--- src/design/q24alu_pkg.sv ---
// Shared types and helpers for the Q24.8 arithmetic unit.
// No dependencies.
package q24alu_pkg;

    typedef enum logic [3:0] {
        ACT_ADD      = 4'd0,
        ACT_SUB      = 4'd1,
        ACT_MUL      = 4'd2,
        ACT_DIV      = 4'd3,
        ACT_MIN      = 4'd4,
        ACT_MAX      = 4'd5,
        ACT_INC      = 4'd6,
        ACT_DEC      = 4'd7,
        ACT_FROM_INT = 4'd8,
        ACT_TO_INT   = 4'd9
    } t_act;

    // control word that travels beside the divider data
    typedef struct packed {
        logic        vld;
        t_act        act;
        logic        lt;
        logic        eq;
        logic        gt;
        logic        derr;
        logic        ovf;
        logic        neg;    // quotient sign
        logic [31:0] res;
    } t_ctl;

    // saturate to 32 bits; bit 32 is the overflow flag
    function automatic logic [32:0] sat32(input logic signed [63:0] v);
        logic [32:0] r;
        if (v > 64'sh0000_0000_7FFF_FFFF) begin
            r = {1'b1, 32'h7FFF_FFFF};
        end else if (v < -64'sh0000_0000_8000_0000) begin
            r = {1'b1, 32'h8000_0000};
        end else begin
            r = {1'b0, v[31:0]};
        end
        return r;
    endfunction

endpackage

--- src/design/q24alu_front.sv ---
// Front end: compare, simple actions, multiply and divider operand set-up.
// Depends on q24alu_pkg.
module q24alu_front #(
    parameter int FRAC_BITS = 8,
    parameter int NQ        = 32 + FRAC_BITS
) (
    input  logic                i_clk,
    input  logic                i_rst_n,
    input  logic                i_en,
    input  logic                i_vld,
    input  logic [3:0]          i_act,
    input  logic signed [31:0]  i_a,
    input  logic signed [31:0]  i_b,
    output q24alu_pkg::t_ctl    o_ctl,
    output logic [31:0]         o_rem,
    output logic [NQ-1:0]       o_num,
    output logic [31:0]         o_den
);
    q24alu_pkg::t_ctl   r_ctl, n_ctl;
    logic signed [63:0] r_prod;
    logic [NQ-1:0]      r_num;
    logic [31:0]        r_den;
    logic [31:0]        mag_a, mag_b;
    logic signed [63:0] a64, b64;
    logic [32:0]        sat;

    logic [63:0]        pmag, pround;
    logic signed [63:0] pval;
    logic [32:0]        psat;

    assign a64   = 64'(i_a);
    assign b64   = 64'(i_b);
    assign mag_a = i_a[31] ? 32'(-a64) : i_a;
    assign mag_b = i_b[31] ? 32'(-b64) : i_b;

    always_comb begin
        n_ctl      = '0;
        n_ctl.vld  = i_vld;
        n_ctl.act  = q24alu_pkg::t_act'(i_act);
        n_ctl.lt   = i_a < i_b;
        n_ctl.eq   = i_a == i_b;
        n_ctl.gt   = i_a > i_b;
        n_ctl.neg  = i_a[31] ^ i_b[31];
        sat        = '0;
        unique case (n_ctl.act)
            q24alu_pkg::ACT_ADD:      sat = q24alu_pkg::sat32(a64 + b64);
            q24alu_pkg::ACT_SUB:      sat = q24alu_pkg::sat32(a64 - b64);
            q24alu_pkg::ACT_INC:      sat = q24alu_pkg::sat32(a64 + 64'sd1);
            q24alu_pkg::ACT_DEC:      sat = q24alu_pkg::sat32(a64 - 64'sd1);
            q24alu_pkg::ACT_FROM_INT: sat = q24alu_pkg::sat32(a64 <<< FRAC_BITS);
            q24alu_pkg::ACT_TO_INT:   sat = {1'b0, 32'(i_a >>> FRAC_BITS)};
            q24alu_pkg::ACT_MIN:      sat = {1'b0, (i_a > i_b) ? i_b : i_a};
            q24alu_pkg::ACT_MAX:      sat = {1'b0, (i_a > i_b) ? i_a : i_b};
            q24alu_pkg::ACT_DIV:      sat = '0;
            q24alu_pkg::ACT_MUL:      sat = '0;
            default:                  sat = '0;
        endcase
        n_ctl.ovf  = sat[32];
        n_ctl.res  = sat[31:0];
        n_ctl.derr = (n_ctl.act == q24alu_pkg::ACT_DIV) && (i_b == 32'sd0);
    end

    always_ff @(posedge i_clk) begin
        if (!i_rst_n) begin
            r_ctl.vld <= 1'b0;
        end else if (i_en) begin
            r_ctl  <= n_ctl;
            r_prod <= i_a * i_b;
            r_num  <= {mag_a, {FRAC_BITS{1'b0}}};
            r_den  <= mag_b;
        end
    end

    // second stage: round the product half away from zero
    assign pmag   = r_prod[63] ? 64'(-r_prod) : 64'(r_prod);
    assign pround = (pmag + (64'd1 << (FRAC_BITS - 1))) >> FRAC_BITS;
    assign pval   = r_prod[63] ? -$signed(pround) : $signed(pround);
    assign psat   = q24alu_pkg::sat32(pval);

    always_ff @(posedge i_clk) begin
        if (!i_rst_n) begin
            o_ctl.vld <= 1'b0;
        end else if (i_en) begin
            o_ctl <= r_ctl;
            if (r_ctl.act == q24alu_pkg::ACT_MUL) begin
                o_ctl.res <= psat[31:0];
                o_ctl.ovf <= psat[32];
            end
            o_rem <= '0;
            o_num <= r_num;
            o_den <= r_den;
        end
    end
endmodule

--- config.mk ---
export PLATFORM = sky130hd
export DESIGN_NAME = q24alu_front
export DESIGN_NICKNAME = d
export VERILOG_FILES = /design/src/design/q24alu_pkg.sv /design/src/design/q24alu_front.sv
export SDC_FILE = /design/constraint.sdc
export NUM_CORES = 2
export LEC_CHECK = 0
export ABC_CLOCK_PERIOD_IN_PS = 23100
export BUFFER_PORTS_ARGS = -buffer_cell sky130_fd_sc_hd__buf_4
export CAP_MARGIN = 25
export CORE_ASPECT_RATIO = 1.4
export CORE_MARGIN = 3
export CORE_UTILIZATION = 55
export DETAILED_ROUTE_END_ITERATION = 6
export HOLD_SLACK_MARGIN = 0.06
export PLACE_DENSITY = 0.72
export SLEW_MARGIN = 20
export SYNTH_ARGS = -nofsm -noshare
export SYNTH_HDL_FRONTEND = slang
export SYNTH_SLANG_ARGS = --single-unit
--- constraint.sdc ---
create_clock -name i_clk -period 23.1 [get_ports i_clk]
set_clock_uncertainty 0.1 [all_clocks]
set_input_delay 3.465 -clock i_clk [delete_from_list [all_inputs] [get_ports i_clk]]
set_output_delay 3.465 -clock i_clk [all_outputs]
set_load 0.03 [all_outputs]
==> results.rst <==
.. list-table::
   :header-rows: 1

   * - Metric
     - Value
   * - Total congestion overflow after global routing
     - 0
   * - Clock Tree Buf Depth
     - 3
   * - Post-Synthesis Cells
     - between 6000 and 7000
   * - Detailed-routing iteration count for the pre-antenna-repair pass
     - 7
   * - Summed negative setup slack over all endpoints
     - 0 ns
   * - Number of hold buffers added after CTS
     - 0
   * - Area Growth Syn to Fin
     - 4.754%
   * - Share of the core filled with cells in the final layout
     - 58.32%
   * - Slowest library cell on the worst path
     - sky130_fd_sc_hd__fa_1
   * - Number of distinct library cells after synthesis
     - 109
   * - Path type of the worst setup path
     - in -> reg
   * - Avg Inst Size Synth
     - 9.037 um2
   * - Core Area
     - around 0.11 mm2
   * - Cell repeated most along the worst path
     - sky130_fd_sc_hd__fa_1
   * - Io pins
     - roughly 220
   * - Footprint of the multi-input gates
     - ~0.044 mm2
   * - Port-buffer cells
     - 178
   * - Die Outline Area
     - 0.1112 mm2
   * - Routed WL per cell
     - 25.95 um
   * - # nets final
     - about 7800
   * - Crit path DAT
     - 13.24 ns
   * - Share of the synthesized area in the top cell type
     - 36.82%
   * - Max-Cap Viols
     - 0
   * - Maximum achievable frequency
     - between 0.07 and 0.08 GHz
   * - Last weighted congestion value of the routability-driven placer
     - between 1 and 1.5
   * - Post-Route WL
     - between 200000 and 250000 um
   * - Number of register bits inferred by synthesis
     - ~280
   * - TritonCTS clock tree
     - done
   * - Cell accounting for the most synthesized area
     - sky130_fd_sc_hd__fa_1
   * - Final Hold Viols
     - 0
   * - Status
     - complete, no violations
   * - Class of the most critical hold timing path
     - reg -> reg
   * - Setup repair bufs after CTS
     - 0
   * - Storage cell area
     - 0.008328 mm2
   * - Setup slack of the critical path after layout
     - 10.10 ns
   * - Summed instance area of the synthesized netlist
     - slightly below 0.06 mm2
   * - Vertical die dimension
     - a little under 400 um
   * - Rows
     - approximately 140
   * - Top cells by area in the synthesized netlist
     - sky130_fd_sc_hd__fa_1 (37%), sky130_fd_sc_hd__edfxtp_1 (14%), sky130_fd_sc_hd__inv_1 (7.7%)
   * - Largest net degree at the start of global routing
     - ~170
   * - Async SR Flop Fraction
     - 0%
   * - Number of enable flip-flop cells after synthesis
     - ~280
   * - Clock buffer count from CTS
     - 27
   * - Max-slew violation count
     - 0
   * - Total instance count after detailed placement
     - a little under 8000
   * - Required time reported for the critical path endpoint
     - 23.35 ns
   * - Most common library cell in the layout ignoring fill and taps
     - sky130_fd_sc_hd__inv_1
   * - Initial standard-cell utilization of the core
     - between 50% and 60%
   * - Setup crit end kind
     - register
   * - GRT Total Usage
     - a little under two fifths
   * - Half-perimeter wire length after placement
     - ~160000 um
   * - Final Setup Violations
     - 0
   * - RSZ-0062 raised after global routing
     - no
   * - Fill cell total of the finished layout
     - ~9400
   * - Number of sinks handled by clock tree synthesis
     - 278
   * - Setup WS pre-CTS
     - roughly 9.6 ns
   * - Max-slew headroom at the worst pin
     - about a quarter
   * - Delay of the slowest cell on the worst path
     - 0.56 ns
   * - Via count of the first global-routing pass
     - roughly 50000
   * - Actual slew at the worst max-slew pin
     - about 1.1 ns
   * - Most frequent cells in the layout
     - sky130_fd_sc_hd__inv_1 (1211), sky130_fd_sc_hd__fa_1 (1084), sky130_fd_sc_hd__nand2_1 (701)
   * - PostCTS Resize Cnt
     - 0
   * - Clock period minus final worst setup slack
     - about 13 ns
   * - Number of synthesis warnings
     - 0
   * - Share of the clock period used by the worst path after layout
     - a little under three fifths
   * - Sequential element share of the synthesized area
     - between 10 and 15%
   * - Initial antenna violation count
     - 16
   * - Post-route insts no fill
     - between 7000 and 8000
   * - Share of final-layout standard cells stronger than drive strength 1
     - 5.963%
   * - Latest clock arrival within the worst-skew pair
     - 0.60 ns
   * - Clock-pin slew on the worst setup and hold paths
     - ~0.070 ns
   * - Leading register cell type out of synthesis
     - sky130_fd_sc_hd__edfxtp_1
   * - Mean number of vias per cell
     - roughly 6.2
   * - Number of remaining DRC errors
     - 0
   * - DRT iter0 DRCs
     - around 4600
   * - Peak fanout along the critical path
     - 30
   * - Via count
     - about 48000
   * - H-tree lvl count
     - 1
   * - Type of element launching the critical path
     - primary input
   * - Global-route wire length before repair
     - 304700 um
   * - Count of antenna-violating nets left after detailed routing
     - 0
   * - Clock root buffer master
     - sky130_fd_sc_hd__clkbuf_16
   * - Width of the die
     - about 280 um
[sequential cells by signal (all words and copies together), names as in the netlist]
| register | cells |
|---|---|
| r_num | 32 |
| r_den | 32 |
| o_den | 32 |
| o_ctl | 43 |
| o_num | 32 |
| r_ctl | 43 |
| r_prod | 64 |
[cell usage after synthesis (60+ instances only)]
master / n
sky130_fd_sc_hd__inv_1: 1212
sky130_fd_sc_hd__fa_1: 1084
sky130_fd_sc_hd__nand2_1: 701
sky130_fd_sc_hd__and2_1: 404
sky130_fd_sc_hd__nor2_1: 360
sky130_fd_sc_hd__clkbuf_1: 329
sky130_fd_sc_hd__edfxtp_1: 276
sky130_fd_sc_hd__ha_1: 256
sky130_fd_sc_hd__xnor2_1: 255
sky130_fd_sc_hd__o21ai_0: 178
sky130_fd_sc_hd__a21oi_1: 176
sky130_fd_sc_hd__nor3_1: 102
sky130_fd_sc_hd__xor2_1: 98
sky130_fd_sc_hd__nand3_1: 96
sky130_fd_sc_hd__nand4_1: 60
[final timing paths]
path	from	end	slack [ns]	cells after the start
worst max register to register	r_prod[11]	o_ctl[1]	14.17	16
worst min register to register	r_num[10]	o_num[10]	0.31	0
worst min-delay path	r_num[10]	o_num[10]	0.31	0
worst max-delay path	i_a[20]	r_prod[63]	10.10	32
[final cells by class]
class	instances	share of cell area [%]
clock buffer	34	1.137
multi-input combinational	4631	71.84
timing repair buffer	246	3.030
antenna	3	0.01216
sequential	278	13.49
clock inverter	15	0.3283
tap	1358	2.752
inverter	1219	7.412
[cells by family (layout without fill, tap and decap cells)]
| kind of cell | count (synthesis) | after routing | share of synthesized area, % |
|---|---|---|---|
| adder cells (fa/ha/maj) | 1340 | 1340 | 42.26 |
| flip-flops | 278 | 278 | 14.13 |
| multiplexers | 20 | 20 | 0.3503 |
| XOR/XNOR | 354 | 354 | 5.274 |
| buffers and inverters | 1651 | 1514 | 10.89 |
| AO/OA/AOI/OAI | 814 | 814 | 9.503 |
| other | 1 | 43 | 0.006363 |
| AND/OR/NAND/NOR | 2063 | 2063 | 17.59 |
[per-layer routing]
metal	vias to the layer above	global-route usage, %	wire length, um
li1	20336	-	-
met1	24121	44.21	71250
met2	2674	61.07	96550
met3	776	6.031	18120
met4	14	23.37	16020
met5	-	0	92
[per-stage QoR]
step	area [um2]	hold slack, ns
CTS	61710	0.3120
detailed placement	60810	0.3045
finish	61730	0.3113
global placement	60800	0.3002
global route	61730	0.3171
floorplan	59080	0.3003
[worst max-delay path: cells and delay by family]
kind	cells	cell delay [ns]
AND/OR/NAND/NOR	4	0.46
AO/OA/AOI/OAI	11	3.50
adder cells (fa/ha/maj)	9	4.53
buffers and inverters	7	1.13
XOR/XNOR	1	0.08
Power is left out: the tool's default activity adds up to more than one toggle a clock period on the data nets, which glitch-free logic cannot reach.
