==> src/design/q24alu_pkg.sv <==
// Shared types and helpers for the Q24.8 arithmetic unit.
// No dependencies.
package q24alu_pkg;

    typedef enum logic [3:0] {
        ACT_ADD      = 4'd0,
        ACT_SUB      = 4'd1,
        ACT_MUL      = 4'd2,
        ACT_DIV      = 4'd3,
        ACT_MIN      = 4'd4,
        ACT_MAX      = 4'd5,
        ACT_INC      = 4'd6,
        ACT_DEC      = 4'd7,
        ACT_FROM_INT = 4'd8,
        ACT_TO_INT   = 4'd9
    } t_act;

    // control word that travels beside the divider data
    typedef struct packed {
        logic        vld;
        t_act        act;
        logic        lt;
        logic        eq;
        logic        gt;
        logic        derr;
        logic        ovf;
        logic        neg;    // quotient sign
        logic [31:0] res;
    } t_ctl;

    // saturate to 32 bits; bit 32 is the overflow flag
    function automatic logic [32:0] sat32(input logic signed [63:0] v);
        logic [32:0] r;
        if (v > 64'sh0000_0000_7FFF_FFFF) begin
            r = {1'b1, 32'h7FFF_FFFF};
        end else if (v < -64'sh0000_0000_8000_0000) begin
            r = {1'b1, 32'h8000_0000};
        end else begin
            r = {1'b0, v[31:0]};
        end
        return r;
    endfunction

endpackage

==> src/design/q24alu_back.sv <==
// Back end: quotient rounding and saturation, result select, output register.
// Depends on q24alu_pkg.
module q24alu_back #(
    parameter int NQ = 40
) (
    input  logic             i_clk,
    input  logic             i_rst_n,
    input  logic             i_en,
    input  q24alu_pkg::t_ctl i_ctl,
    input  logic [31:0]      i_rem,
    input  logic [NQ-1:0]    i_quo,
    input  logic [31:0]      i_den,
    output logic             o_vld,
    output logic [31:0]      o_res,
    output logic [4:0]       o_flags
);
    logic [NQ:0]        q1;
    logic signed [63:0] qval;
    logic [32:0]        qsat;
    logic [31:0]        res;
    logic               ovf;

    assign q1   = {1'b0, i_quo} + (NQ+1)'({i_rem, 1'b0} >= {1'b0, i_den});
    assign qval = i_ctl.neg ? -$signed(64'(q1)) : $signed(64'(q1));
    assign qsat = q24alu_pkg::sat32(qval);

    always_comb begin
        res = i_ctl.res;
        ovf = i_ctl.ovf;
        if (i_ctl.act == q24alu_pkg::ACT_DIV) begin
            res = i_ctl.derr ? 32'd0 : qsat[31:0];
            ovf = i_ctl.derr ? 1'b0  : qsat[32];
        end
    end

    always_ff @(posedge i_clk) begin
        if (!i_rst_n) begin
            o_vld <= 1'b0;
        end else if (i_en) begin
            o_vld   <= i_ctl.vld;
            o_res   <= res;
            o_flags <= {ovf, i_ctl.derr, i_ctl.gt, i_ctl.eq, i_ctl.lt};
        end
    end
endmodule

==> config.mk <==
export PLATFORM = sky130hd
export DESIGN_NAME = q24alu_back
export DESIGN_NICKNAME = d
export VERILOG_FILES = /design/src/design/q24alu_pkg.sv /design/src/design/q24alu_back.sv
export SDC_FILE = /design/constraint.sdc
export NUM_CORES = 1
export LEC_CHECK = 0
export ABC_AREA = 1
export BUFFER_PORTS_ARGS = -buffer_cell sky130_fd_sc_hd__buf_2
export CORE_ASPECT_RATIO = 1.25
export CORE_MARGIN = 5
export CORE_UTILIZATION = 45
export CTS_BUF_LIST = sky130_fd_sc_hd__clkbuf_8 sky130_fd_sc_hd__clkbuf_16
export CTS_CLUSTER_DIAMETER = 100
export DETAILED_ROUTE_END_ITERATION = 7
export PLACE_DENSITY_LB_ADDON = 0.12
export SYNTH_ARGS = -nofsm -noshare
export SYNTH_HDL_FRONTEND = slang
export SYNTH_SLANG_ARGS = --single-unit
==> constraint.sdc <==
create_clock -name i_clk -period 5.05 [get_ports i_clk]
set_input_delay 0.505 -clock i_clk [delete_from_list [all_inputs] [get_ports i_clk]]
set_output_delay 0.505 -clock i_clk [all_outputs]
set_load 0.1 [all_outputs]
==> impl_metrics.yaml, run 1 <==
power:
  pwr-share-comb_pct: 41.1
  seq_power_share_pct: 28.7
  p_per_area_mw_per_mm2: 174.8
  internal_power_mw: 0.8073
  peakVddDrop_mv: 0.2282
  p_switching_mw: 0.5067
  power_leakage_nw: 4.095
  power.share.clock_pct: 30.2
  p_sw_share_pct: 38.56
  total_power_mw: 1.314
routing:
  drt_first_pass_iters: 5
  vias: 6786
  drcViolationCount: 0
  vias_per_cell: 5.008
  wl_per_cell_um: 13.33
  drtAntennaViolNets: 0
  drt-total-wl_mm: 18.06
  drtIter0Drc: 346
synthesis:
  synth_edf_count: 37
  synth.most_common_cell: "nand2_1"
  netlist_top_cells_area: "nand2_1 (19%), edfxtp_1 (18%), inv_1 (8.8%)"
  synth_area_leader_cell: "nand2_1"
  avgSynthCellArea_sq_um: 6.185
  syn-cell-area_sq_mm: 0.006142
  synth_cell_types: 45
  ys_seq_elements: 38
  synth_seq_area_share_pct: 18.42
  syn-num-nets: 1177
  synth_top_cell_area_share_pct: 19.43
  async_flop_share_pct: 0
  synthTopCellsByCount: "nand2_1 (318), inv_1 (144), nor2_1 (118), nand3_1 (98), nand3_2 (40)"
  synth-main-ff-cell: "edfxtp_1"
  syn_inst: 993
  ys_warn_count: 0
layout:
  stdcell_area_sq_mm: 0.007517
  fillers: 1391
  fin_nets: 1367
  stdcell_count: 1355
  drive_gt1_share_pct: 27.62
  diodes: 0
  synthToLayoutAreaGrowth_pct: 22.39
placement:
  hpwl_mm: 15.56
  port_buffers: 187
  postPlaceCellArea_sq_mm: 0.007241
  routabilityCongestion: 0.9349
  placed_cells: 1344
worst_setup_path:
  cp-end-kind: "flop"
  critPathLaunchType: "input port"
  critPathRequiredTime_ps: 5070
  cp.arrival_ps: 4590
  crit_type: "in -> reg"
  worst-path-max-fanout: 13
timing:
  tightest_slew_ps: 711.5
  max_freq_ghz: 0.2188
  setup-violations-final: 0
  period_share_pct: 90.50
  slew_headroom_pct: 52.57
  fin_tns_setup_ps: 0
  drv_slew: 0
  skew_ps: 0
  fin_crit_ps: 4570
  whs_ps: 397.1
  hold_viol_final: 0
clocking:
  clkSlewWorstSetupHoldPaths_ps: 60
  clock-sinks: 38
  clockRootBuffer: "clkbuf_16"
  cts_buffer_depth: 2
  h-tree-depth: 2
  clock_latency_ps: 280
  hold_buffers: 0
  cts_tree: "built"
  cts_buffers: 5
grt:
  overflow: 0
  grt_max_degree: 41
  grt_use_total_pct: 22.41
  use_met3_pct: 2.443
  grt_pass1_vias: 6495
  antenna_found_initial: 0
  grt_busiest_layer: "met2"
  met2_usage_pct: 38.82
  grt_use_met1_pct: 28.17
  grt_pass1_wl_mm: 29.84
die:
  die_h_um: 140.6
  die_area_sq_mm: 0.01610
  initial_core_util_pct: 46.01
  num_rows: 47
  top_level_ports: 188
  die_x_um: 114.5
  core_area_sq_mm: 0.01335
status:
  outcome: "finished clean"
job:
  cap_violations: 0
hold_path:
  hp-class: "in -> reg"
metal layers:
metal / up-vias / wire, um
li1: 3563 / -
met1: 2983 / 7822
met2: 202 / 8538
met3: 38 / 1102
met4: 0 / 595
met5: - / 0
sequential cells by signal (all words and copies together) (netlist names):
signal   count
o_res       32
o_flags      5
o_vld        1
power groups by stage:
stage                     Combinational (mW)  Clock [mW]  Sequential [mW]
after floorplan                        0.232           0            0.542
after global placement                 0.532           0            0.383
after detailed placement               0.533           0            0.384
after CTS                              0.536       0.406            0.377
after global routing                   0.595       0.418            0.379
final                                  0.539       0.397            0.377
cells by family (layout without fill, tap and decap cells):
logic type	Yosys count	in the layout	synth area share, %
simple gates	680	680	54.55
fa+ha+maj	34	34	6.926
compound gates	48	48	4.604
buf+inv	163	354	11.22
flops	38	38	18.42
xor+xnor	30	30	4.278
path summary, 6_finish.rpt:
path,startpoint,endpoint,slack (ps),depth (start not counted)
hold reg to reg,o_vld,o_vld,550,2
setup reg to reg,o_vld,o_vld,4420,2
hold / removal,i_ctl[35],o_flags[2],400,1
setup / recovery,i_rem[19],o_res[16],480,27
worst max-delay path, cell delays in order:
cell and delay (ps):
buf_2 100, ha_1 290, nand2_1 160, o21a_1 160, o221ai_1 110, a2111oi_2 330, o211ai_1 140, ha_1 240
ha_1 230, inv_2 140, nor2_8 70, buf_4 140, nand3_1 70, nand2_1 100, nor2_1 120, nand3_2 150
nor3_4 320, nand3_4 150, nor2_2 150, nor2_2 90, nor2_1 130, nand3_1 80, nor2_2 100, nand3_2 100
nand3_4 150, buf_12 170, nand3_1 80
final cells by class:
| class | count | area, sq um | area share (%) |
|---|---|---|---|
| flip-flops and latches | 38 | 1131 | 15.05 |
| clock inverters | 3 | 63.81 | 0.8489 |
| repair buffers | 200 | 1046 | 13.91 |
| clock buffers | 5 | 125.1 | 1.664 |
| multi-input cells | 792 | 4389 | 58.39 |
| inverters | 146 | 548.0 | 7.290 |
| well taps | 171 | 214.0 | 2.846 |
cells in the final DEF (no fill, tap or decap), types with 4 or more instances in the layout:
cell type | synthesis | layout
nand3_2 | 40 | 41
inv_1 | 144 | 143
nand3b_1 | 5 | 5
buf_2 | 3 | 187
clkbuf_16 | 0 | 5
edfxtp_1 | 37 | 37
nand3_1 | 98 | 97
nor2_4 | 5 | 7
a21oi_1 | 19 | 19
xor2_1 | 21 | 21
nand2_1 | 318 | 318
nand2_2 | 19 | 19
xnor2_1 | 9 | 9
nor3_1 | 4 | 4
buf_4 | 1 | 12
nor2_2 | 28 | 32
nand2_4 | 6 | 5
o21ai_0 | 15 | 15
nand4_1 | 28 | 28
nor2_1 | 118 | 112
ha_1 | 34 | 34
nor2_8 | 5 | 5
stage by stage:
stage                     setup WS (ps)  util, %
after global routing             -1.196    56.31
after CTS                         248.7    55.66
after floorplan                   767.4        -
after detailed placement         -48.91    54.24
final                             479.6    56.31
after global placement            91.36    54.24
repair_timing:
action,CTS,global route
setup endpoints to repair,0,32
setup buffers,0,3
gates resized for setup,0,15
(Power assumes the default switching activity.)
==> inputs of run 2 (changes only) <==
--- a/config.mk
+++ b/config.mk
@@ -8,7 +8,6 @@
 export ABC_AREA = 1
 export BUFFER_PORTS_ARGS = -buffer_cell sky130_fd_sc_hd__buf_2
 export CORE_ASPECT_RATIO = 1.25
-export CORE_MARGIN = 5
 export CORE_UTILIZATION = 45
 export CTS_BUF_LIST = sky130_fd_sc_hd__clkbuf_8 sky130_fd_sc_hd__clkbuf_16
 export CTS_CLUSTER_DIAMETER = 100
==> impl_metrics.yaml, run 2 (synthesized netlist as in run 1, its figures left out) <==
worst_setup_path:
  critPathRequiredTime_ps: 5070
  r2r_end: "o_vld"
  cp.arrival_ps: 4610
  worst-path-max-fanout: 18
  r2r-start: "o_vld"
  critPathLaunchType: "input port"
  crit_top_cell: "nand3_1"
  cp-end-kind: "flop"
  rr_worst_depth: 2
  slowest_stage: "nor2_1"
  slowest_delay_ps: 300
  r2r_setup_slack_ps: 4450
  crit_type: "in -> reg"
power:
  p_per_area_mw_per_mm2: 168.7
  power_leakage_nw: 4.098
  total_power_mw: 1.264
  peakVddDrop_mv: 0.2247
grt:
  grt_max_degree: 41
  overflow: 0
  grt_pass1_vias: 6232
  antenna_found_initial: 0
  grt_use_total_pct: 24.78
  grt_pass1_wl_mm: 28.46
routing:
  route.met3.wl_um: 853
  route.top_layer_used: "met4"
  drtIter0Drc: 405
  wl_met2_mm: 8.497
  drt_first_pass_iters: 7
  drcViolationCount: 0
  wl_met1_mm: 7.639
  drt-total-wl_mm: 17.33
  wl_per_cell_um: 12.77
  drtAntennaViolNets: 0
  vias: 6762
  vias_per_cell: 4.983
die:
  num_rows: 47
  die_x_um: 106.5
  die_h_um: 132.6
  core_area_sq_mm: 0.01329
  top_level_ports: 188
  initial_core_util_pct: 46.22
  die_area_sq_mm: 0.01412
layout:
  top_regs: "o_res: 32 flops, o_flags: 5 flops, o_vld: 1 flops"
  synthToLayoutAreaGrowth_pct: 21.98
  final_common_cell: "nand2_1"
  fin_nets: 1369
  regMostFlops: "o_res"
  drive_gt1_share_pct: 27.23
  stdcell_count: 1357
  stdcell_area_sq_mm: 0.007492
  mostFrequentLayoutCells: "nand2_1 (318), buf_2 (187), inv_1 (146), nor2_1 (114), nand3_1 (98)"
  diodes: 0
  largest_reg_flops: 32
timing:
  skew_ps: 0
  period_share_pct: 90.90
  slew_headroom_pct: 53.69
  drv_slew: 0
  hold_viol_final: 0
  tightest_slew_ps: 694.6
  setup-violations-final: 0
  whs_ps: 409.3
  max_freq_ghz: 0.2178
  fin_tns_setup_ps: 0
  fin_crit_ps: 4590
  rsz0062_at_grt: "no"
job:
  cap_violations: 0
placement:
  postPlaceCellArea_sq_mm: 0.007261
  hpwl_mm: 15.00
  port_buffers: 187
  placed_cells: 1345
  routabilityCongestion: 0.9438
clocking:
  cts_buffer_depth: 2
  hold_buffers: 0
  cts_buffers: 5
  cts_tree: "built"
  clock_latency_ps: 280
  clkSlewWorstSetupHoldPaths_ps: 50
  h-tree-depth: 2
  clock-sinks: 38
  clockRootBuffer: "clkbuf_16"
hold_path:
  min_from: "i_ctl[37]"
  hold_end: "o_flags[0]"
  hp-class: "in -> reg"
  min_path_cells: 1
status:
  outcome: "finished clean"
## run 2: cell types whose count changed in the layout (fill, tap and decap cells not counted), sizes merged
cell | before | now
inv | 145 | 147
buf | 200 | 202
bufinv | 2 | 1
clkinv | 2 | 1
## run 2: repair_timing
item	in CTS	in global routing
buffers inserted	0	4
resized for setup	0	9
endpoints found under the setup margin	0	32
## run 2: per-stage QoR
stage	worst slack (ps)	util, %
final	459.5	56.37
after global routing	22.57	56.37
after CTS	178.7	55.86
after detailed placement	-133.0	54.63
after global placement	96.96	54.63
after floorplan	767.4	-
## run 2: routing by layer
metal	global-route usage (%)	up-vias
met5	0	-
li1	-	3569
met1	31.40	2941
met3	1.330	22
met4	7.306	0
met2	44.88	230
## run 2: power breakdown
group / switching, mW / internal, mW
clock: 0.113 / 0.229
combinational: 0.387 / 0.158
sequential: 0.00478 / 0.372
total: 0.505 / 0.759
## run 2: area by class of cell
| class | instances | area (sq um) |
|---|---|---|
| Fill cell | 1398 | 5798 |
| Clock buffer | 5 | 125.1 |
| Multi-Input combinational cell | 792 | 4363 |
| Sequential cell | 38 | 1131 |
| Tap cell | 171 | 214.0 |
| Timing Repair Buffer | 202 | 1074 |
| Inverter | 146 | 548.0 |
| Clock inverter | 3 | 37.54 |
## run 2: worst max-delay path by stage
stage,from,to,slack (ps),cells after the start
2_1_floorplan,i_den[28],o_res[3],770,29
6_report,i_den[28],o_res[13],460,30
4_1_cts,i_den[28],o_res[13],180,32
5_1_grt,i_den[28],o_res[11],20,30
3_3_place_gp,i_rem[19],o_res[11],100,25
3_5_place_dp,i_den[28],o_res[11],-130,28
## run 2: worst max-delay path, delay by kind of cell
family,cells,cell delay [ps]
buf+inv,5,490
fa+ha+maj,3,660
simple gates,21,2750
compound gates,1,180
