## config.mk

```make
export PLATFORM = sky130hd
export DESIGN_NAME = q24alu_cell
export DESIGN_NICKNAME = d
export VERILOG_FILES = /design/src/design/q24alu_pkg.sv /design/src/design/q24alu_cell.sv
export SDC_FILE = /design/constraint.sdc
export NUM_CORES = 1
export LEC_CHECK = 0
export BUFFER_PORTS_ARGS = -buffer_cell sky130_fd_sc_hd__buf_2
export CAP_MARGIN = 20
export CORE_MARGIN = 5
export CORE_UTILIZATION = 45
export CTS_CLUSTER_SIZE = 40
export DETAILED_ROUTE_END_ITERATION = 6
export GPL_ROUTABILITY_DRIVEN = 1
export HOLD_SLACK_MARGIN = 0.03
export PLACE_DENSITY = 0.77
export SLEW_MARGIN = 20
export SYNTH_ARGS = -nofsm -noshare
export SYNTH_HDL_FRONTEND = slang
export SYNTH_SLANG_ARGS = --single-unit
export TNS_END_PERCENT = 5
```

## constraint.sdc

```tcl
create_clock -name i_clk -period 5.8 [get_ports i_clk]
set_clock_uncertainty 0.15 [all_clocks]
set_input_delay 1.16 -clock i_clk [delete_from_list [all_inputs] [get_ports i_clk]]
set_output_delay 1.16 -clock i_clk [all_outputs]
set_load 0.005 [all_outputs]
```

## src/design/q24alu_pkg.sv

```systemverilog
// Shared types and helpers for the Q24.8 arithmetic unit.
// No dependencies.
package q24alu_pkg;

    typedef enum logic [3:0] {
        ACT_ADD      = 4'd0,
        ACT_SUB      = 4'd1,
        ACT_MUL      = 4'd2,
        ACT_DIV      = 4'd3,
        ACT_MIN      = 4'd4,
        ACT_MAX      = 4'd5,
        ACT_INC      = 4'd6,
        ACT_DEC      = 4'd7,
        ACT_FROM_INT = 4'd8,
        ACT_TO_INT   = 4'd9
    } t_act;

    // control word that travels beside the divider data
    typedef struct packed {
        logic        vld;
        t_act        act;
        logic        lt;
        logic        eq;
        logic        gt;
        logic        derr;
        logic        ovf;
        logic        neg;    // quotient sign
        logic [31:0] res;
    } t_ctl;

    // saturate to 32 bits; bit 32 is the overflow flag
    function automatic logic [32:0] sat32(input logic signed [63:0] v);
        logic [32:0] r;
        if (v > 64'sh0000_0000_7FFF_FFFF) begin
            r = {1'b1, 32'h7FFF_FFFF};
        end else if (v < -64'sh0000_0000_8000_0000) begin
            r = {1'b1, 32'h8000_0000};
        end else begin
            r = {1'b0, v[31:0]};
        end
        return r;
    endfunction

endpackage

```

## src/design/q24alu_cell.sv

```systemverilog
// One restoring-division cell: produces one quotient bit per stage.
// Depends on q24alu_pkg.
module q24alu_cell #(
    parameter int NQ = 40
) (
    input  logic             i_clk,
    input  logic             i_rst_n,
    input  logic             i_en,
    input  q24alu_pkg::t_ctl i_ctl,
    input  logic [31:0]      i_rem,
    input  logic [NQ-1:0]    i_num,
    input  logic [31:0]      i_den,
    output q24alu_pkg::t_ctl o_ctl,
    output logic [31:0]      o_rem,
    output logic [NQ-1:0]    o_num,
    output logic [31:0]      o_den
);
    logic [32:0] trial, diff;
    logic        qbit;

    assign trial = {i_rem, i_num[NQ-1]};
    assign diff  = trial - {1'b0, i_den};
    assign qbit  = trial >= {1'b0, i_den};

    always_ff @(posedge i_clk) begin
        if (!i_rst_n) begin
            o_ctl.vld <= 1'b0;
        end else if (i_en) begin
            o_ctl <= i_ctl;
            o_rem <= qbit ? diff[31:0] : trial[31:0];
            o_num <= {i_num[NQ-2:0], qbit};   // quotient bits fill in from the bottom
            o_den <= i_den;
        end
    end
endmodule

```

==> results of run 1 <==
synthesized netlist by cell type (all sizes together), types with 6 or more instances:
cell type  number  area [um^2]
o21ai          21          105
nand2          24         90.1
nand3           8         40.0
xor2           10         87.6
clkbuf          6         22.5
inv            46          173
o31ai           7         52.6
o21a            6         45.0
buf            11         88.8
a21oi          55          279
edfxtp        146         4380
mux2            8          120
nand2b          7         43.8
ha             32          400
a21o            8         60.1
nand4           8         50.1
nor2           37          139
xnor2          16          140
critical path, delay by kind of cell:
family                   cells  cell delay [ps]
AND/OR/NAND/NOR              3              920
AO/OA/AOI/OAI                2              890
buffers and inverters        3              430
adder cells (fa/ha/maj)      1              410
multiplexers                 1              300
metrics by stage:
step | cells | utilization [%] | area (um^2) | hold WS (ps) | power [W]
floorplan | 509 | - | 6750 | 357 | 0.00158
global placement | 975 | 57.3 | 8390 | 365 | 0.00177
detailed placement | 975 | 57.3 | 8390 | 370 | 0.00178
CTS | 1007 | 61.4 | 8980 | 381 | 0.00288
global route | 1007 | 61.4 | 8980 | 409 | 0.00298
finish | 1007 | 61.4 | 8980 | 382 | 0.00286
cells by family (layout without fill, tap and decap cells):
logic type               after synthesis  after routing
AND/OR/NAND/NOR                      109            109
adder cells (fa/ha/maj)               33             33
XOR/XNOR                              26             26
buffers and inverters                 63            377
AO/OA/AOI/OAI                        120            120
flip-flops                           147            147
multiplexers                          11             11
power by group through the flow:
stage / Sequential [W] / Clock (W) / Combinational, W
final: 0.00129 / 0.00111 / 0.000463
after global routing: 0.00130 / 0.00117 / 0.000510
after CTS: 0.00129 / 0.00112 / 0.000468
after detailed placement: 0.00131 / 0 / 0.000464
after global placement: 0.00131 / 0 / 0.000457
after floorplan: 0.00133 / 0 / 0.000254
area by class of cell:
cell class / count / area [um^2]
clock buffer: 17 / 425
multi-input combinational: 299 / 2070
fill: 1190 / 5660
sequential: 147 / 4400
clock inverter: 15 / 166
timing repair buffer: 299 / 1520
tap: 184 / 230
inverter: 46 / 173
sequential cells by signal (all words and copies together) (netlist names):
name	flops
o_ctl	43
o_num	40
o_den	32
o_rem	32
how the worst max path moves through the flow:
stage / to / slack (ps)
after CTS: o_rem[4]$_DFFE_PP_ / 1700
final: o_rem[4]$_DFFE_PP_ / 1680
after detailed placement: o_rem[4]$_DFFE_PP_ / 1260
after global placement: o_rem[4]$_DFFE_PP_ / 1350
after floorplan: o_ctl[0]$_DFFE_PP_ / 630
after global routing: o_rem[4]$_DFFE_PP_ / 1430
routing by layer:
| metal | wire length [um] | global-route usage [%] |
|---|---|---|
| met1 | 7030 | 22.6 |
| met3 | 1560 | 8.31 |
| met2 | 10100 | 38.3 |
| met4 | 351 | 7.16 |
| met5 | 80 | 0 |
==> metrics.yaml, run 1 <==
critical_path:
  crit_path_start_kind: "input port"
  end_kind: "flop"
  max_stage_delay_ps: 690
  timing.rr.end: "o_ctl[42]$_SDFFE_PN0P_"
  arrival_ps: 4150
  path_cells: "buf_2, inv_1, ha_1, and3_1, nand4_1, nor4b_1, a21o_1, o21a_2, buf_4, mux2_4"
  worstReg2RegStart: "o_ctl[42]$_SDFFE_PN0P_"
  required_ps: 5830
  r2r_slack_ps: 5060
  critPathMaxFanout: 41
  cp-startpoint: "i_den[23]"
  critPathSlowestCell: "o21a_2"
  reg2regPathDepth: 2
  crit_type: "in2reg"
power_and_ir_drop:
  comb_power_share_pct: 16.2
  p_leak_nw: 3.98
  p_seq_share_pct: 45.1
  power.share.clock_pct: 38.7
  p_sw_share_pct: 25.6
  power.internal_w: 0.00213
  ir_drop_v: 0.000195
  power_density_mw_per_mm2: 318
  p_switching_w: 0.000730
floorplanning:
  rows: 44
  die-area_mm2: 0.0176
  fp.dieH_um: 133
  die_w_um: 133
  start_util_pct: 46.1
  io_pins: 297
  core-area_mm2: 0.0146
worst_hold_path:
  hold-path-cell-count: 2
  hold_start: "o_ctl[42]$_SDFFE_PN0P_"
  min_to: "o_ctl[42]$_SDFFE_PN0P_"
  hp-class: "reg2reg"
synthesis:
  netlist_area_mm2: 0.00675
  async_reset_ff_share_pct: 0
  synth_edf_count: 146
  synth_compound_area_share_pct: 10.8
  ys_ff_latch: 147
  synth_top_family_by_area: "compound AO/OA/AOI/OAI gates"
  synth_cells: 509
  synthAdderAreaFrac_pct: 6.22
  syn_area_per_cell_um2: 13.3
  synthesis.nets: 692
  yosysUniqueCellTypes: 50
  synth_xor_area_share_pct: 3.37
  synthMuxAreaShare_pct: 2.22
  ys_warn_count: 0
  synth_seq_area_share_pct: 65.2
  synthFlopType: "edfxtp_1"
  synth_simple_gate_area_share_pct: 7.93
cts:
  clockRootBuffer: "clkbuf_16"
  clock_insertion_delay_worst_skew_ps: 410
  post_cts_resized: 0
  cts_buffer_depth: 2
  cts_buffers: 17
  htreeDepth: 4
  tritoncts: "built"
  postCtsSetupRepairBufs: 0
  numClockSinks: 147
  postCtsHoldBufs: 0
  clkSlewWorstSetupHoldPaths_ps: 70
route:
  vias_per_cell: 5.06
  drt_wl_total_um: 19100
  ant_nets: 0
  drc: 0
  routedWlPerCell_um: 19.0
  num_vias: 5099
  first_pass_iters: 4
  drtIter0Drc: 263
global_route:
  antenna_found_initial: 5
  grt_max_degree: 82
  grt.total_usage_pct: 21.2
  grt_pass1_wl_um: 28300
  grt_pass1_vias: 4978
  grt-ovfl-total: 0
finish:
  area_growth_pct: 33.0
  layout_common_cells: "buf_2 (296), edfxtp_1 (146), a21oi_1 (54)"
  layout_commonest_cell: "buf_2"
  final_nets: 993
  drive_above_1_share_pct: 41.9
  n_antenna_cell: 0
placement:
  port_buffers: 296
  gp_congestion: 0.810
  hpwl_um: 15000
  place_ws_ps: 1260
sta:
  hold_violations: 0
  fin_crit_sh_pct: 71.0
  worst_slew_margin_rel_pct: 41.0
  grt_setup_unrepaired: "false"
  drv_slew: 0
  fin_tns_setup_ps: 0
  final.setup.worst_slack_ps: 1680
  tightestPinTransition_ps: 885
  setup-violations-final: 0
  fin_crit_ps: 4120
  timing.fmax_mhz: 243
flow_run:
  maxCapViolCount: 0
status:
  status: "complete, no violations"
Power figures use the tool's default switching activity.
==> run 2, diff against run 1 <==
==> constraint.sdc (replaced) <==
create_clock -name i_clk -period 4.1 [get_ports i_clk]
set_clock_uncertainty 0.15 [all_clocks]
set_input_delay 0.82 -clock i_clk [delete_from_list [all_inputs] [get_ports i_clk]]
set_output_delay 0.82 -clock i_clk [all_outputs]
set_load 0.005 [all_outputs]
==> run 2 against run 1 <==
Effect of this change:
- sequential power up 41%
- clock-buffer cell count unchanged
- combinational power up 43%
- design area up 0.13%
- utilization up 0.077 points
- via count up 1.5%
- non-clock buffer count up 3
- global-route usage about the same
- worst hold slack worse by 2.8 ps
- sequential share of layout area down 0.061 points
- largest cell class unchanged
- highest routed layer unchanged
==> metrics.yaml, run 2 (synthesis results as in run 1) <==
status:
  status: "complete, no violations"  # unchanged
placement:
  hpwl_um: 14800  # was 15000 um
  port_buffers: 296  # unchanged
  placed_area_mm2: 0.00843  # was 0.00839 mm^2
  gp_congestion: 0.868  # was 0.810
critical_path:
  path_delay_family: "simple AND/OR/NAND/NOR gates"  # unchanged
  required_ps: 4120  # was 5830 ps
  path_cells: "buf_2, inv_1, ha_1, and3_1, nand4_1, nor4b_1, a21o_1, o21a_2, buf_12, mux2_4"  # was buf_2, inv_1, ha_1, and3_1, nand4_1, nor4b_1, a21o_1, o21a_2, buf_4, mux2_4
  crit_type: "in2reg"  # unchanged
  end_kind: "flop"  # unchanged
  cp-startpoint: "i_den[23]"  # unchanged
  reg2regPathDepth: 2  # unchanged
  critPathSlowestCell: "nor4b_1"  # was o21a_2
  arrival_ps: 3370  # was 4150 ps
  max_stage_delay_ps: 440  # was 690 ps
  cp_num_cells: 10  # unchanged
  crit_path_start_kind: "input port"  # unchanged
  worst-path-buf-inv: 3  # unchanged
  worstReg2RegStart: "o_ctl[42]$_SDFFE_PN0P_"  # unchanged
  critPathMaxFanout: 39  # was 41
floorplanning:
  die_w_um: 133  # unchanged
  core-area_mm2: 0.0146  # unchanged
  rows: 44  # unchanged
  start_util_pct: 46.1  # unchanged
  io_pins: 297  # unchanged
  fp.dieH_um: 133  # unchanged
  die-area_mm2: 0.0176  # unchanged
finish:
  post-route-util_pct: 61.4  # about the same
  regMostFlops: "o_ctl"  # unchanged
  drive_above_1_share_pct: 42.3  # was 41.9%
  top_regs: "o_ctl (43), o_num (40)"  # unchanged
  nFillCells: 1214  # was 1190
  final-seq-area_mm2: 0.00440  # unchanged
  multi_input_area_mm2: 0.00207  # unchanged
  final_nets: 996  # was 993
  finalInstanceArea_mm2: 0.00900  # was 0.00898 mm^2
  layout_commonest_cell: "buf_2"  # unchanged
  area_growth_pct: 33.2  # was 33.0%
  layout_common_cells: "buf_2 (296), edfxtp_1 (146), a21oi_1 (54)"  # unchanged
  n_antenna_cell: 0  # unchanged
  largest_register_ff_count: 43  # unchanged
global_route:
  grt.total_usage_pct: 21.2  # about the same
  grtUsageMet1_pct: 23.3  # was 22.6%
  top_usage_layer: "met2"  # unchanged
  grt-ovfl-total: 0  # unchanged
  use_met2_pct: 37.2  # was 38.3%
  grt_pass1_wl_um: 28500  # was 28300 um
  grt_max_degree: 147  # was 82
  antenna_found_initial: 3  # was 5
  grt_pass1_vias: 5039  # was 4978
  met3_usage_pct: 8.01  # was 8.31%
sta:
  fin_crit_sh_pct: 81.8
  fin_tns_setup_ps: 0  # unchanged
  worst_slew_margin_rel_pct: 49.8  # was 41.0%
  timing.hold.ws_ps: 379  # was 382 ps
  setup-violations-final: 0  # unchanged
  drv_slew: 0  # unchanged
  hold_violations: 0  # unchanged
  timing.fmax_mhz: 298
  grt_setup_unrepaired: "false"  # unchanged
  tightestPinTransition_ps: 754  # was 885 ps
  fin_crit_ps: 3350
flow_run:
  maxCapViolCount: 0  # unchanged
cts:
  clock_insertion_delay_worst_skew_ps: 410  # about the same
  cts_buffers: 17  # unchanged
  clkSlewWorstSetupHoldPaths_ps: 60  # was 70 ps
  postCtsHoldBufs: 0  # unchanged
  clockRootBuffer: "clkbuf_16"  # unchanged
  tritoncts: "built"  # unchanged
  postCtsSetupRepairBufs: 0  # unchanged
  post_cts_resized: 0  # unchanged
  cts_buffer_depth: 2  # unchanged
  htreeDepth: 4  # unchanged
  numClockSinks: 147  # unchanged
worst_hold_path:
  hold_start: "o_ctl[42]$_SDFFE_PN0P_"  # unchanged
  hp-class: "reg2reg"  # unchanged
  hold-path-cell-count: 2  # unchanged
route:
  num_vias: 5173  # was 5099
  drtIter0Drc: 257  # was 263
  drc: 0  # unchanged
  vias_per_cell: 5.13  # was 5.06
  routedWlPerCell_um: 18.7  # was 19.0 um
  drt_wl_total_um: 18900  # was 19100 um
  ant_nets: 0  # unchanged
  first_pass_iters: 4  # unchanged
power_and_ir_drop:
  ir_drop_v: 0.000240  # was 0.000195 V
  power_density_mw_per_mm2: 443  # was 318 mW/mm^2
  p_leak_nw: 3.99  # was 3.98 nW
==> run 2: cell count changes in the layout (fill, tap and decap cells not counted) <==
cell,before,now
inv_6,6,5
bufinv_16,2,1
clkinvlp_4,1,2
inv_8,3,2
buf_12,1,2
clkinv_4,0,3
buf_4,2,4
clkinv_1,2,0
==> run 2: report_power, final <==
part | total [W] | leakage (nW) | internal [W] | switching, W
registers | 0.00182 | 1.38 | 0.00180 | 0.0000265
logic | 0.000662 | 2.33 | 0.000305 | 0.000357
clock network | 0.00150 | 0.275 | 0.000850 | 0.000649
total | 0.00399 | 3.99 | 0.00295 | 0.00103
==> run 2: final cells by class <==
class                      count  share of cell area, %
tap                          184                   2.56
sequential                   147                   49.0
inverter                      46                   1.92
multi-input combinational    299                   23.0
clock buffer                  17                   4.73
clock inverter                14                   1.59
timing repair buffer         302                   17.2
==> run 2: through the flow <==
| step | setup slack, ps | cells | total power, W |
|---|---|---|---|
| 2_1_floorplan | 778 | 509 | 0.00224 |
| 3_3_place_gp | 412 | 978 | 0.00251 |
| 3_5_place_dp | 359 | 978 | 0.00252 |
| 4_1_cts | 792 | 1009 | 0.00402 |
| 5_1_grt | 449 | 1009 | 0.00416 |
| 6_report | 745 | 1009 | 0.00399 |
==> run 2: worst paths after layout <==
| path | endpoint | slack (ps) |
|---|---|---|
| setup reg to reg | o_ctl[42]$_SDFFE_PN0P_ | 3360 |
| hold / removal | o_ctl[42]$_SDFFE_PN0P_ | 380 |
| setup / recovery | o_rem[4]$_DFFE_PP_ | 750 |
| hold reg to reg | o_ctl[42]$_SDFFE_PN0P_ | 380 |
==> run 2: routing by layer <==
metal  wire, um  vias to the layer above
met2       9820                      211
met5         47                        -
met1       6950                     2431
met4        546                        6
li1           -                     2488
met3       1560                       37
==> run 2: worst register-to-register path, stage by stage (launching register included) <==
cell	delay [ps]
dfxtp_1	310
mux2i_1	120
nor2b_1	60
